**src/sv/ggcd_pkg.sv**
```systemverilog
// ----------------------------------------------------------------------------
// ggcd_pkg
// Shared types and codes of the cheat code decoder: status codes, field
// widths and the per-character class record.
// ----------------------------------------------------------------------------
package ggcd_pkg;

  localparam int unsigned NUM_CHARS   = 8;
  localparam int unsigned CHAR_W      = 8;
  localparam int unsigned NIBBLE_W    = 4;
  localparam int unsigned STATUS_W    = 2;
  localparam int unsigned ADDR_W      = 16;
  localparam int unsigned BYTE_W      = 8;
  localparam int unsigned IN_DATA_W   = NUM_CHARS * CHAR_W;
  localparam int unsigned OUT_FIELD_W = STATUS_W + ADDR_W + 2 * BYTE_W;
  localparam int unsigned OUT_DATA_W  = ((OUT_FIELD_W + 7) / 8) * 8;
  localparam int unsigned OUT_PAD_W   = OUT_DATA_W - OUT_FIELD_W;

  // Result status codes
  localparam logic [STATUS_W-1:0] STATUS_OK         = 2'd0;
  localparam logic [STATUS_W-1:0] STATUS_BAD_CHAR   = 2'd1;
  localparam logic [STATUS_W-1:0] STATUS_BAD_LENGTH = 2'd2;

  // Code terminators
  localparam logic [CHAR_W-1:0] CHAR_NUL  = 8'h00;
  localparam logic [CHAR_W-1:0] CHAR_DASH = 8'h2D;

  // Classification of one character of the code
  typedef struct packed {
    logic                term;    // zero byte or dash
    logic                letter;  // member of the sixteen-letter alphabet
    logic [NIBBLE_W-1:0] nibble;  // value of the letter
  } char_class_t;

  typedef logic [NUM_CHARS-1:0][NIBBLE_W-1:0] nibble_vec_t;

endpackage

```
**src/sv/game_genie_code_decoder.sv**
```systemverilog
// ----------------------------------------------------------------------------
// game_genie_code_decoder
// Registered stages classify, scan and shuffle lie between s_* and m_*.
// Throughput: one code per cycle; each stage holds under back-pressure and
// refills its bubbles, so a stall neither drops nor repeats a beat.
// Reset: rst (synchronous, active high) clears every stage valid bit.
// ----------------------------------------------------------------------------
module game_genie_code_decoder
  import ggcd_pkg::*;
(
  input  logic                  clk,
  input  logic                  rst,
  input  logic                  s_tvalid,
  output logic                  s_tready,
  // char0 [7:0], char1 [15:8], ... char7 [63:56]
  input  logic [IN_DATA_W-1:0]  s_tdata,
  output logic                  m_tvalid,
  input  logic                  m_tready,
  // status [1:0], target_address [17:2], new_value [25:18],
  // compare_value [33:26], zero pad [39:34]
  output logic [OUT_DATA_W-1:0] m_tdata
);

  // Per-stage ready: a stage may load when it is empty or its content moves on.
  logic rdy1, rdy2, rdy_out;

  // --------------------------------------------------------------------------
  // Stage 1: classify every character in parallel.
  // --------------------------------------------------------------------------
  char_class_t cls_next [NUM_CHARS];
  char_class_t cls1     [NUM_CHARS];
  logic        v1;

  for (genvar g = 0; g < NUM_CHARS; g++) begin : g_char
    ggcd_char_class u_class (
      .ch  (s_tdata[g*CHAR_W +: CHAR_W]),
      .cls (cls_next[g])
    );
  end

  always_ff @(posedge clk) begin
    if (rst) begin
      v1 <= 1'b0;
    end else if (rdy1) begin
      v1 <= s_tvalid;
    end
  end

  always_ff @(posedge clk) begin
    if (rdy1 && s_tvalid) begin
      for (int i = 0; i < NUM_CHARS; i++) begin
        cls1[i] <= cls_next[i];
      end
    end
  end

  // --------------------------------------------------------------------------
  // Stage 2: scan up to the first terminator; find bad characters and length.
  // --------------------------------------------------------------------------
  logic        bad_next, len_ok_next, is8_next;
  nibble_vec_t nib_next;
  logic        v2, bad2, len_ok2, is8_2;
  nibble_vec_t nib2;

  always_comb begin
    logic [NUM_CHARS-1:0] active;  // no terminator at or before this place
    logic                 run;
    run      = 1'b1;
    bad_next = 1'b0;
    for (int i = 0; i < NUM_CHARS; i++) begin
      run         = run && !cls1[i].term;
      active[i]   = run;
      bad_next    = bad_next || (run && !cls1[i].letter);
      nib_next[i] = cls1[i].nibble;
    end
    // Active places are a prefix, so the length is found at its edge.
    is8_next    = active[7];
    len_ok_next = active[7] || (active[5] && !active[6]);
  end

  always_ff @(posedge clk) begin
    if (rst) begin
      v2 <= 1'b0;
    end else if (rdy2) begin
      v2 <= v1;
    end
  end

  always_ff @(posedge clk) begin
    if (rdy2 && v1) begin
      bad2    <= bad_next;
      len_ok2 <= len_ok_next;
      is8_2   <= is8_next;
      nib2    <= nib_next;
    end
  end

  // --------------------------------------------------------------------------
  // Stage 3: shuffle nibble bits into address and bytes; register the result.
  // --------------------------------------------------------------------------
  logic [STATUS_W-1:0] status;
  logic [ADDR_W-1:0]   target_address;
  logic [BYTE_W-1:0]   new_value, compare_value;
  logic [NIBBLE_W-1:0] lo_nib;

  always_comb begin
    lo_nib = is8_2 ? nib2[7] : nib2[5];
    if (bad2) begin
      status = STATUS_BAD_CHAR;
    end else if (!len_ok2) begin
      status = STATUS_BAD_LENGTH;
    end else begin
      status = STATUS_OK;
    end

    if (status == STATUS_OK) begin
      target_address = {1'b1, nib2[3][2:0], nib2[4][3], nib2[5][2:0],
                        nib2[1][3], nib2[2][2:0], nib2[3][3], nib2[4][2:0]};
      new_value      = {nib2[0][3], nib2[1][2:0], lo_nib[3], nib2[0][2:0]};
      if (is8_2) begin
        compare_value = {nib2[6][3], nib2[7][2:0], nib2[5][3], nib2[6][2:0]};
      end else begin
        compare_value = new_value;
      end
    end else begin
      // Zero every field on error.
      target_address = '0;
      new_value      = '0;
      compare_value  = '0;
    end
  end

  always_ff @(posedge clk) begin
    if (rst) begin
      m_tvalid <= 1'b0;
    end else if (rdy_out) begin
      m_tvalid <= v2;
    end
  end

  always_ff @(posedge clk) begin
    if (rdy_out && v2) begin
      m_tdata <= {{OUT_PAD_W{1'b0}}, compare_value, new_value, target_address, status};
    end
  end

  // Ready chain from the output back to the input.
  assign rdy_out  = !m_tvalid || m_tready;
  assign rdy2     = !v2 || rdy_out;
  assign rdy1     = !v1 || rdy2;
  assign s_tready = rdy1;

endmodule

```
**src/sv/ggcd_char_class.sv**
```systemverilog
// ----------------------------------------------------------------------------
// ggcd_char_class
// Map one ASCII character to terminator / letter flags and its nibble.
// ----------------------------------------------------------------------------
module ggcd_char_class
  import ggcd_pkg::*;
(
  input  logic [CHAR_W-1:0] ch,
  output char_class_t       cls
);

  always_comb begin
    cls.term   = (ch == CHAR_NUL) || (ch == CHAR_DASH);
    cls.letter = 1'b1;
    cls.nibble = 4'h0;
    case (ch)
      8'h41: cls.nibble = 4'h0;  // A
      8'h50: cls.nibble = 4'h1;  // P
      8'h5A: cls.nibble = 4'h2;  // Z
      8'h4C: cls.nibble = 4'h3;  // L
      8'h47: cls.nibble = 4'h4;  // G
      8'h49: cls.nibble = 4'h5;  // I
      8'h54: cls.nibble = 4'h6;  // T
      8'h59: cls.nibble = 4'h7;  // Y
      8'h45: cls.nibble = 4'h8;  // E
      8'h4F: cls.nibble = 4'h9;  // O
      8'h58: cls.nibble = 4'hA;  // X
      8'h55: cls.nibble = 4'hB;  // U
      8'h4B: cls.nibble = 4'hC;  // K
      8'h53: cls.nibble = 4'hD;  // S
      8'h56: cls.nibble = 4'hE;  // V
      8'h4E: cls.nibble = 4'hF;  // N
      default: cls.letter = 1'b0;
    endcase
  end

endmodule

```
**config.mk**
```make
export PLATFORM = sky130hd
export DESIGN_NAME = game_genie_code_decoder
export DESIGN_NICKNAME = d
export VERILOG_FILES = /design/src/sv/ggcd_pkg.sv /design/src/sv/game_genie_code_decoder.sv /design/src/sv/ggcd_char_class.sv
export SDC_FILE = /design/constraint.sdc
export NUM_CORES = 1
export LEC_CHECK = 0
export BUFFER_PORTS_ARGS = -buffer_cell sky130_fd_sc_hd__clkbuf_2
export CAP_MARGIN = 20
export CORE_MARGIN = 2
export CORE_UTILIZATION = 61
export DETAILED_ROUTE_END_ITERATION = 7
export HOLD_SLACK_MARGIN = 0.05
export PLACE_DENSITY_LB_ADDON = 0.15
export SLEW_MARGIN = 20
export SYNTH_ARGS = -nofsm -noshare
export SYNTH_HDL_FRONTEND = slang
export SYNTH_SLANG_ARGS = --single-unit
```
**constraint.sdc**
```tcl
create_clock -name clk -period 6.3 [get_ports clk]
set_input_delay 0.315 -clock clk [delete_from_list [all_inputs] [get_ports clk]]
set_output_delay 0.315 -clock clk [all_outputs]
set_load 0.02 [all_outputs]
```
==> results of run 1 <==
[where the power goes]
group	total, W	internal, W	switching, W
combinational	0.000228	0.0000845	0.000143
sequential	0.000926	0.000908	0.0000177
clock	0.000981	0.000668	0.000313
total	0.00214	0.00166	0.000474
[worst paths after layout]
path | from | endpoint | slack [ns] | cells after the start
setup reg to reg | m_tvalid | cls1[0][1] | 4.48 | 3
hold reg to reg | cls1[1][19] | nib2[29] | 0.41 | 0
setup / recovery | m_tvalid | s_tready | 4.09 | 3
hold / removal | s_tvalid | v1 | 0.12 | 3
[metrics by stage]
stage	utilization, %	setup WS [ns]	total power (W)	cell area, um^2
floorplan	-	2.733	0.001100	6481
global placement	67.14	4.479	0.001150	6932
detailed placement	67.14	4.374	0.001163	6932
CTS	73.08	4.088	0.002144	7545
global route	73.35	3.956	0.002210	7572
finish	73.35	4.095	0.002135	7572
[worst max-delay path, cell delays in order, from the launching register on]
cell      delay [ns]
dfxtp_1         0.31
nor2b_1         0.66
nand3_1         0.20
clkbuf_2        0.20
[routing by layer]
| layer | track usage, % | wire length (um) |
|---|---|---|
| met4 | 7.514 | 206 |
| met2 | 37.81 | 6699 |
| met1 | 31.59 | 5706 |
| met3 | 5.836 | 615 |
| met5 | 0 | 0 |
[cell type report]
class,count,area (um^2),share of cell area [%]
clock buffer,17,414.1,5.469
tap,136,170.2,2.247
clock inverter,14,188.9,2.495
sequential,118,3513,46.40
timing repair buffer,106,560.5,7.403
multi-input combinational,426,2680,35.39
inverter,12,45.04,0.5948
[synth_stat cells, drive strengths merged, types with 2 or more instances]
cell / n
o31ai: 6
a2111oi: 6
o211ai: 6
maj3: 7
dfxtp: 3
nand2b: 25
a21oi: 39
nor3b: 2
o2bb2ai: 7
or3: 2
nand4b: 5
and2: 23
nand2: 41
nor3: 16
edfxtp: 115
xor2: 14
a311oi: 3
nand3: 8
o32ai: 6
a31oi: 13
buf: 47
nor2: 71
xnor2: 19
nand3b: 15
or4: 9
o21ai: 13
nand4: 9
nor2b: 5
a211oi: 13
o22ai: 4
inv: 12
or4b: 6
clkbuf: 4
mux2i: 10
[layout by cell type, fill, tap and decap left out, types with 3 or more instances in the layout]
cell | Yosys | layout
o31ai_1 | 6 | 6
a31oi_1 | 13 | 12
a21oi_1 | 39 | 39
clkbuf_16 | 0 | 16
nor2b_1 | 5 | 4
o21ai_0 | 13 | 13
o32ai_1 | 6 | 6
a211oi_1 | 13 | 13
conb_1 | 1 | 6
clkbuf_2 | 0 | 103
xnor2_1 | 19 | 19
and2_1 | 23 | 23
clkinv_1 | 0 | 5
nand3b_1 | 15 | 15
nand2b_1 | 25 | 25
mux2i_1 | 10 | 10
o22ai_1 | 4 | 4
o211ai_1 | 6 | 6
or4b_1 | 6 | 6
xor2_1 | 14 | 14
nand4_1 | 9 | 9
a2111oi_2 | 5 | 5
dfxtp_1 | 3 | 3
maj3_1 | 7 | 7
a311oi_1 | 3 | 3
edfxtp_1 | 115 | 115
nor3_1 | 16 | 16
nand4b_1 | 5 | 5
nor2_1 | 71 | 71
nand2_1 | 41 | 41
bufinv_16 | 0 | 5
inv_1 | 12 | 12
or4_1 | 9 | 9
o2bb2ai_1 | 7 | 7
nand3_1 | 8 | 8
clkinv_2 | 0 | 4
[logic make-up after synthesis]
kind of cell	count (synthesis)
other	1
muxes	11
DFF	118
adders and majority gates	7
AOI/OAI and AO/OA	126
buffers and inverters	63
xor gates and xnor gates	33
and+or+nand+nor	243
[state kept, by name, indices dropped and copies added, names as in the netlist]
signal    cells
m_tdata      34
nib2         31
is8_2         1
v2            1
cls1         47
v1            1
bad2          1
m_tvalid      1
len_ok2       1
==> out/qor.txt, run 1 <==
CP max FO: 6
Max Clock Skew: 0.01451 ns
first-pass GRT wire length: 20,910 um
#FFs+latches synth: 118
detailed placement HPWL: 8568 um
Mapped Area: 6462 um^2
Synth Area in Simple Gates: 19.96%
Final Setup Violations: 0
syn_area_per_cell: 10.73 um^2
Die H: 106.9 um
Synth area leaders: edfxtp_1 53%, nor2_1 4.1%, a21oi_1 3.0%
IO Pins: 110
total gr overflow: 0
vias per std cell: 5.949
Cell Pwr Density: 282.0 nW/um^2
die width: 106.9 um
Post-CTS Hold Buffers: 1
CTS tree: done
cells after synthesis: 602
slew margin rel.: 35.38%
Clk Latency, worst-skew pair: 0.52 ns
final antenna diode count: 0
post-synthesis compound-gate area fraction: 13.36%
antenna viol nets, final: 0
unrepaired setup endpoints after global routing: no
Post-synth EDFFs: 115
number of port buffers: 103
count of max-cap constraint violations: 0
leak pwr: 2.694 nW
Crit path required time: 5.98 ns
worst slew pin tran: 0.9673 ns
Primary FF master, synth: edfxtp_1
fin crit share: 35.00%
antenna violations before repair: 0
number of fill cells: 685
DRT Wirelength: 13,230 um
vias in the first global route: 4,302
Final Slew Violations: 0
row count: 37
crit path launch type: flop
Max VDD drop: 0.0001813 V
DRT iter0 DRCs: 428
Root Driver: clkbuf_8
Post-CTS Resized: 0
Detailed Routing Iterations Pass 1: 5
Crit Path Class: flop to output port
layout cells sized above 1: 20.63%
number of CTS-inserted buffers: 17
Hold WC Path Type: primary input to flop
Synth Area in XOR/XNOR: 4.472%
Fin Hold WS: 0.1152 ns
Final Hold Violating Endpoints: 0
setup TNS: 0 ns
Unique masters post-synth: 55
Final Wtd Congestion: 0.8181
maximum clock rate: 453.5 MHz
CTS Sinks: 118
Tmin final: 2.205 ns
Arrival @ worst endpoint: 1.89 ns
post-synthesis sequential area ratio: 54.37%
Synth area leader: edfxtp_1
Inst Count DP: 796
routed len/inst: 15.96 um
drc violations: 0
Max Root-Sink Buffers: 2
Critical Path End Type: output port
status: finished, final reports clean
Post-Synth Adder-Cell Area: 1.084%
Synth Warn #: 0
Synth top area share: 53.44%
DIE AREA: 11,430 um^2
Starting Density: 62.60%
ys async rst share: 0%
H-tree levels: 4
Layout Cells excl Fill: 829
largest family of logic cells by synthesized area: simple AND/OR/NAND/NOR gates
core area: 10,320 um^2
Layout area overhead: 17.17%
largest net degree at the start of global routing: 48
routed via count: 4,932
Post-CTS Setup Bufs: 0
clock-pin slew on the worst setup and hold paths: 0.05 ns
nets: 749
multiplexer share of the synthesized area: 1.723%
GRT Total Usage: 23.49%
Note: power is estimated with default switching activity, not from simulation.
==> inputs of run 2 (changes only) <==
CORE_UTILIZATION = 51   (was 61)
clock period = 1.9 ns   (was 6.3 ns; I/O delays follow)
==> out/qor.txt, run 2 (same netlist as run 1, synthesis figures left out) <==
Cell Chain, Critical Path: nor2b_2 -> buf_4 -> a31oi_4 -> buf_4
most common cell after layout, fill and taps aside: edfxtp_1
Detailed Routing Iterations Pass 1: 5
Tmin final: 1.733 ns
Crit Path Class: flop to flop
final setup margin: 0.1669 ns
Critical Path Stages: 4
clock share of power: 44.9%
Final Setup Violations: 0
Post-CTS Setup Bufs: 0
Int Pwr: 0.005398 W
leak pwr: 2.729 nW
vias in the first global route: 4,287
Starting Density: 51.63%
Post-CTS Resized: 0
unrepaired setup endpoints after global routing: no
count of max-cap constraint violations: 0
Layout area overhead: 19.01%
Arrival @ worst endpoint: 1.76 ns
core area: 12,520 um^2
DRT Wirelength: 12,800 um
fin crit share: 91.22%
Comb power frac: 11.0%
leading registers by flop count: cls1 x47, m_tdata x34, nib2 x31
Setup WS pre-CTS: 0.1154 ns
Largest stage delay, worst path: 0.51 ns
drc violations: 0
total gr overflow: 0
status: finished, final reports clean
routed via count: 4,883
commonest non-fill, non-tap cells in the layout: 115 x edfxtp_1, 103 x clkbuf_2, 71 x nor2_1
Die H: 116.6 um
crit path launch type: flop
clock-pin slew on the worst setup and hold paths: 0.05 ns
antenna viol nets, final: 0
maximum clock rate: 577.0 MHz
largest net degree at the start of global routing: 48
final core utilization: 61.45%
routed len/inst: 14.64 um
Final Wtd Congestion: 0.8361
WP buf/inv: 2
Final Slew Violations: 0
die width: 116.6 um
CP max FO: 47
number of port buffers: 103
IO Pins: 110
Final Hold Violating Endpoints: 0
antenna violations before repair: 0
Post-CTS Hold Buffers: 3
row count: 41
max FFs per register: 47
vias per std cell: 5.587
Max VDD drop: 0.0006688 V
detailed placement HPWL: 8605 um
H-tree levels: 4
Cell Pwr Density: 903.4 nW/um^2
worst slew pin tran: 0.6144 ns
setup TNS: 0 ns
CTS tree: done
Crit path max-delay family: buffers and inverters
Critical Path End Type: flop
DIE AREA: 13,590 um^2
Crit path required time: 1.93 ns
Clk Latency, worst-skew pair: 0.40 ns
Slowest cell on crit path: buf_4
Switching Fraction: 22.31%
Sw Pwr: 0.001550 W
DRT iter0 DRCs: 290
Hold WC Path Type: primary input to flop
design area: 7691 um^2
total chip power: 0.006948 W
Seq pwr share: 44.1%
dpl cell area: 7037 um^2
number of CTS-inserted buffers: 17
Root Driver: clkbuf_16
hold depth: 3
GRT Total Usage: 19.50%
Max Root-Sink Buffers: 2
largest register by flop count: cls1
final antenna diode count: 0
CTS Sinks: 118
nets: 757
slew margin rel.: 59.04%
crit-path most repeated cell: buf_4
Max Clock Skew: 0.01985 ns
Reg2Reg Depth: 4
layout cells sized above 1: 21.94%
first-pass GRT wire length: 20,470 um
==> run 2: layer usage <==
metal | GRT usage [%] | up-vias | routed length, um | part of all wire [%]
met4 | 5.647 | 0 | 189 | 1.5
met2 | 32.91 | 150 | 6436 | 50
met1 | 24.54 | 2296 | 5506 | 43
met5 | 0 | - | 0 | 0
li1 | - | 2421 | - | -
met3 | 5.760 | 16 | 664 | 5.2
==> run 2: final cells by class <==
class / instances / area, um^2
fillers: 1019 / 4826
clock inverters: 8 / 95.09
inverters: 12 / 45.04
flip-flops and latches: 118 / 3513
repair buffers: 114 / 638.1
clock buffers: 24 / 501.7
multi-input cells: 426 / 2683
well taps: 172 / 215.2
==> run 2: stage by stage <==
step	hold slack, ns	cells
3_3_place_gp	0.2940	838
2_1_floorplan	0.1641	607
5_1_grt	0.08321	874
3_5_place_dp	0.2972	838
6_report	0.08503	874
4_1_cts	0.06622	873
==> run 2: final timing paths <==
path	start	end	slack, ns
worst max-delay path	m_tvalid	cls1[0][3]	0.17
worst min register to register	cls1[1][3]	nib2[19]	0.42
worst min-delay path	s_tdata[23]	cls1[0][17]	0.09
worst max register to register	m_tvalid	cls1[0][3]	0.17
==> run 2: power groups by stage <==
stage	registers, W	logic [W]	clock network, W
5_1_grt	0.00308	0.000855	0.00331
2_1_floorplan	0.00313	0.000514	0
6_report	0.00306	0.000765	0.00312
3_5_place_dp	0.00311	0.000753	0
4_1_cts	0.00307	0.000760	0.00318
3_3_place_gp	0.00311	0.000721	0
==> run 2: tightest hold or removal path: cells and delay by family <==
kind	cells	cell delay [ns]
and+or+nand+nor	1	0.09
AOI/OAI and AO/OA	1	0.04
buffers and inverters	1	0.09
==> inputs of run 3 (changes only) <==
CORE_ASPECT_RATIO = 0.5   (was default)
CORE_UTILIZATION = 52   (was 51)
SYNTH_HIERARCHICAL = 1   (was default)
==> out/qor.txt, run 3 <==
clock-pin slew on the worst setup and hold paths: 0.06 ns
layout cells sized above 1: 27.59%
dpl cell area: 7281 um^2
DIE AREA: 14,080 um^2
DRT Wirelength: 13,660 um
syn_area_per_cell: 11.29 um^2
Synth Warn #: 6
vias in the first global route: 4,477
Starting Density: 53.46%
Arrival @ worst endpoint: 1.57 ns
Hold WC Path Type: primary input to flop
Final Wtd Congestion: 0.8098
grt met2 use: 31.16%
Clk Latency, worst-skew pair: 0.40 ns
die width: 165.8 um
H-tree levels: 4
antenna viol nets, final: 0
CTS Sinks: 118
Max Root-Sink Buffers: 2
total gr overflow: 0
first-pass GRT wire length: 22,140 um
crit path launch type: flop
antenna violations before repair: 0
worst r2r dst: nib2[3]
Final Setup Violations: 0
Tmin final: 1.472 ns
cells after synthesis: 603
CTS tree: done
unrepaired setup endpoints after global routing: no
number of CTS-inserted buffers: 17
GRT Total Usage: 19.64%
Crit path required time: 2.00 ns
Critical Path End Type: flop
maximum clock rate: 679.5 MHz
fin crit share: 77.45%
routed via count: 5,048
core area: 12,740 um^2
Final Hold Violating Endpoints: 0
drc violations: 0
final antenna diode count: 0
Mapped Area: 6809 um^2
flop-to-flop setup slack: 0.43 ns
design area: 7906 um^2
Die H: 84.92 um
final core utilization: 62.08%
most common cell after layout, fill and taps aside: edfxtp_1
R2R Path Start: m_tvalid
slew margin rel.: 65.55%
GR Util met1: 27.37%
Worst Setup SP: m_tvalid
vias per std cell: 5.904
DRT iter0 DRCs: 378
Max VDD drop: 0.0006756 V
number of port buffers: 103
Crit Path Class: flop to flop
commonest non-fill, non-tap cells in the layout: 115 x edfxtp_1, 103 x clkbuf_2, 30 x nor2_1, 30 x a21oi_1, 29 x nand2_1
max FFs per register: 47
leak pwr: 2.842 nW
Post-CTS Resized: 0
Final Slew Violations: 0
Hold Startpoint: s_tdata[14]
largest net degree at the start of global routing: 48
IO Pins: 110
Cell Pwr Density: 892.7 nW/um^2
CP Capture Point: nib2[3]
Most Crowded Layer GR: met2
Post-CTS Setup Bufs: 0
detailed placement HPWL: 8716 um
Max Clock Skew: 0.008611 ns
Layout Cells excl Fill: 855
Detailed Routing Iterations Pass 1: 5
leading registers by flop count: cls1 x47, m_tdata x34, nib2 x31
setup TNS: 0 ns
Layout area overhead: 16.12%
Reg2Reg Depth: 3
largest register by flop count: cls1
Inst Count DP: 821
met3 Resource Use GR: 4.431%
nets: 740
worst slew pin tran: 0.5167 ns
row count: 29
CP max FO: 28
status: finished, final reports clean
Root Driver: clkbuf_16
routed len/inst: 15.97 um
count of max-cap constraint violations: 0
-- run 3: how the worst min path moves through the flow --
stage	depth (start not counted)	endpoint
after floorplan	1	m_tvalid
after global placement	2	m_tvalid
after detailed placement	2	m_tvalid
after CTS	3	cls1[0][17]
after global routing	3	cls1[0][17]
final	3	cls1[0][11]
-- run 3: critical path: stages (launching register included) --
cell and delay, ns:
dfxtp_2 0.31, and2b_2 0.26, a21boi_4 0.31, buf_12 0.25
-- run 3: final cells by class --
type | count | area (um^2)
inverter | 29 | 108.9
clock inverter | 15 | 180.2
multi-input combinational | 395 | 2859
sequential | 118 | 3515
timing repair buffer | 111 | 605.6
clock buffer | 17 | 425.4
fill | 1026 | 4830
tap | 170 | 212.7
-- run 3: repair_timing --
item | 4_1_cts | 5_1_grt
setup endpoints to repair | 0 | 0
endpoints found under the hold margin | 3 | 0
hold buffers | 2 | 0
-- run 3: routing by layer --
metal	vias to the layer above	routed length (um)
li1	2489	-
met1	2410	6454
met2	138	6347
met3	11	726
met4	0	127
met5	-	0
-- run 3: report_power, final --
group	internal, W	switching, W	total, W
Combinational	0.000289	0.000484	0.000772
Sequential	0.00301	0.0000509	0.00306
Clock	0.00206	0.00117	0.00323
Total	0.00536	0.00170	0.00706
-- run 3: per-stage QoR --
step                total power (W)  hold WS [ns]  setup slack, ns
CTS                        0.007118       0.05223           0.4271
global route               0.007326       0.07137           0.3848
floorplan                  0.003678        0.1600         -0.01839
finish                     0.007058       0.06298           0.4284
global placement           0.003851        0.2861           0.4380
detailed placement         0.003874        0.2931           0.4250
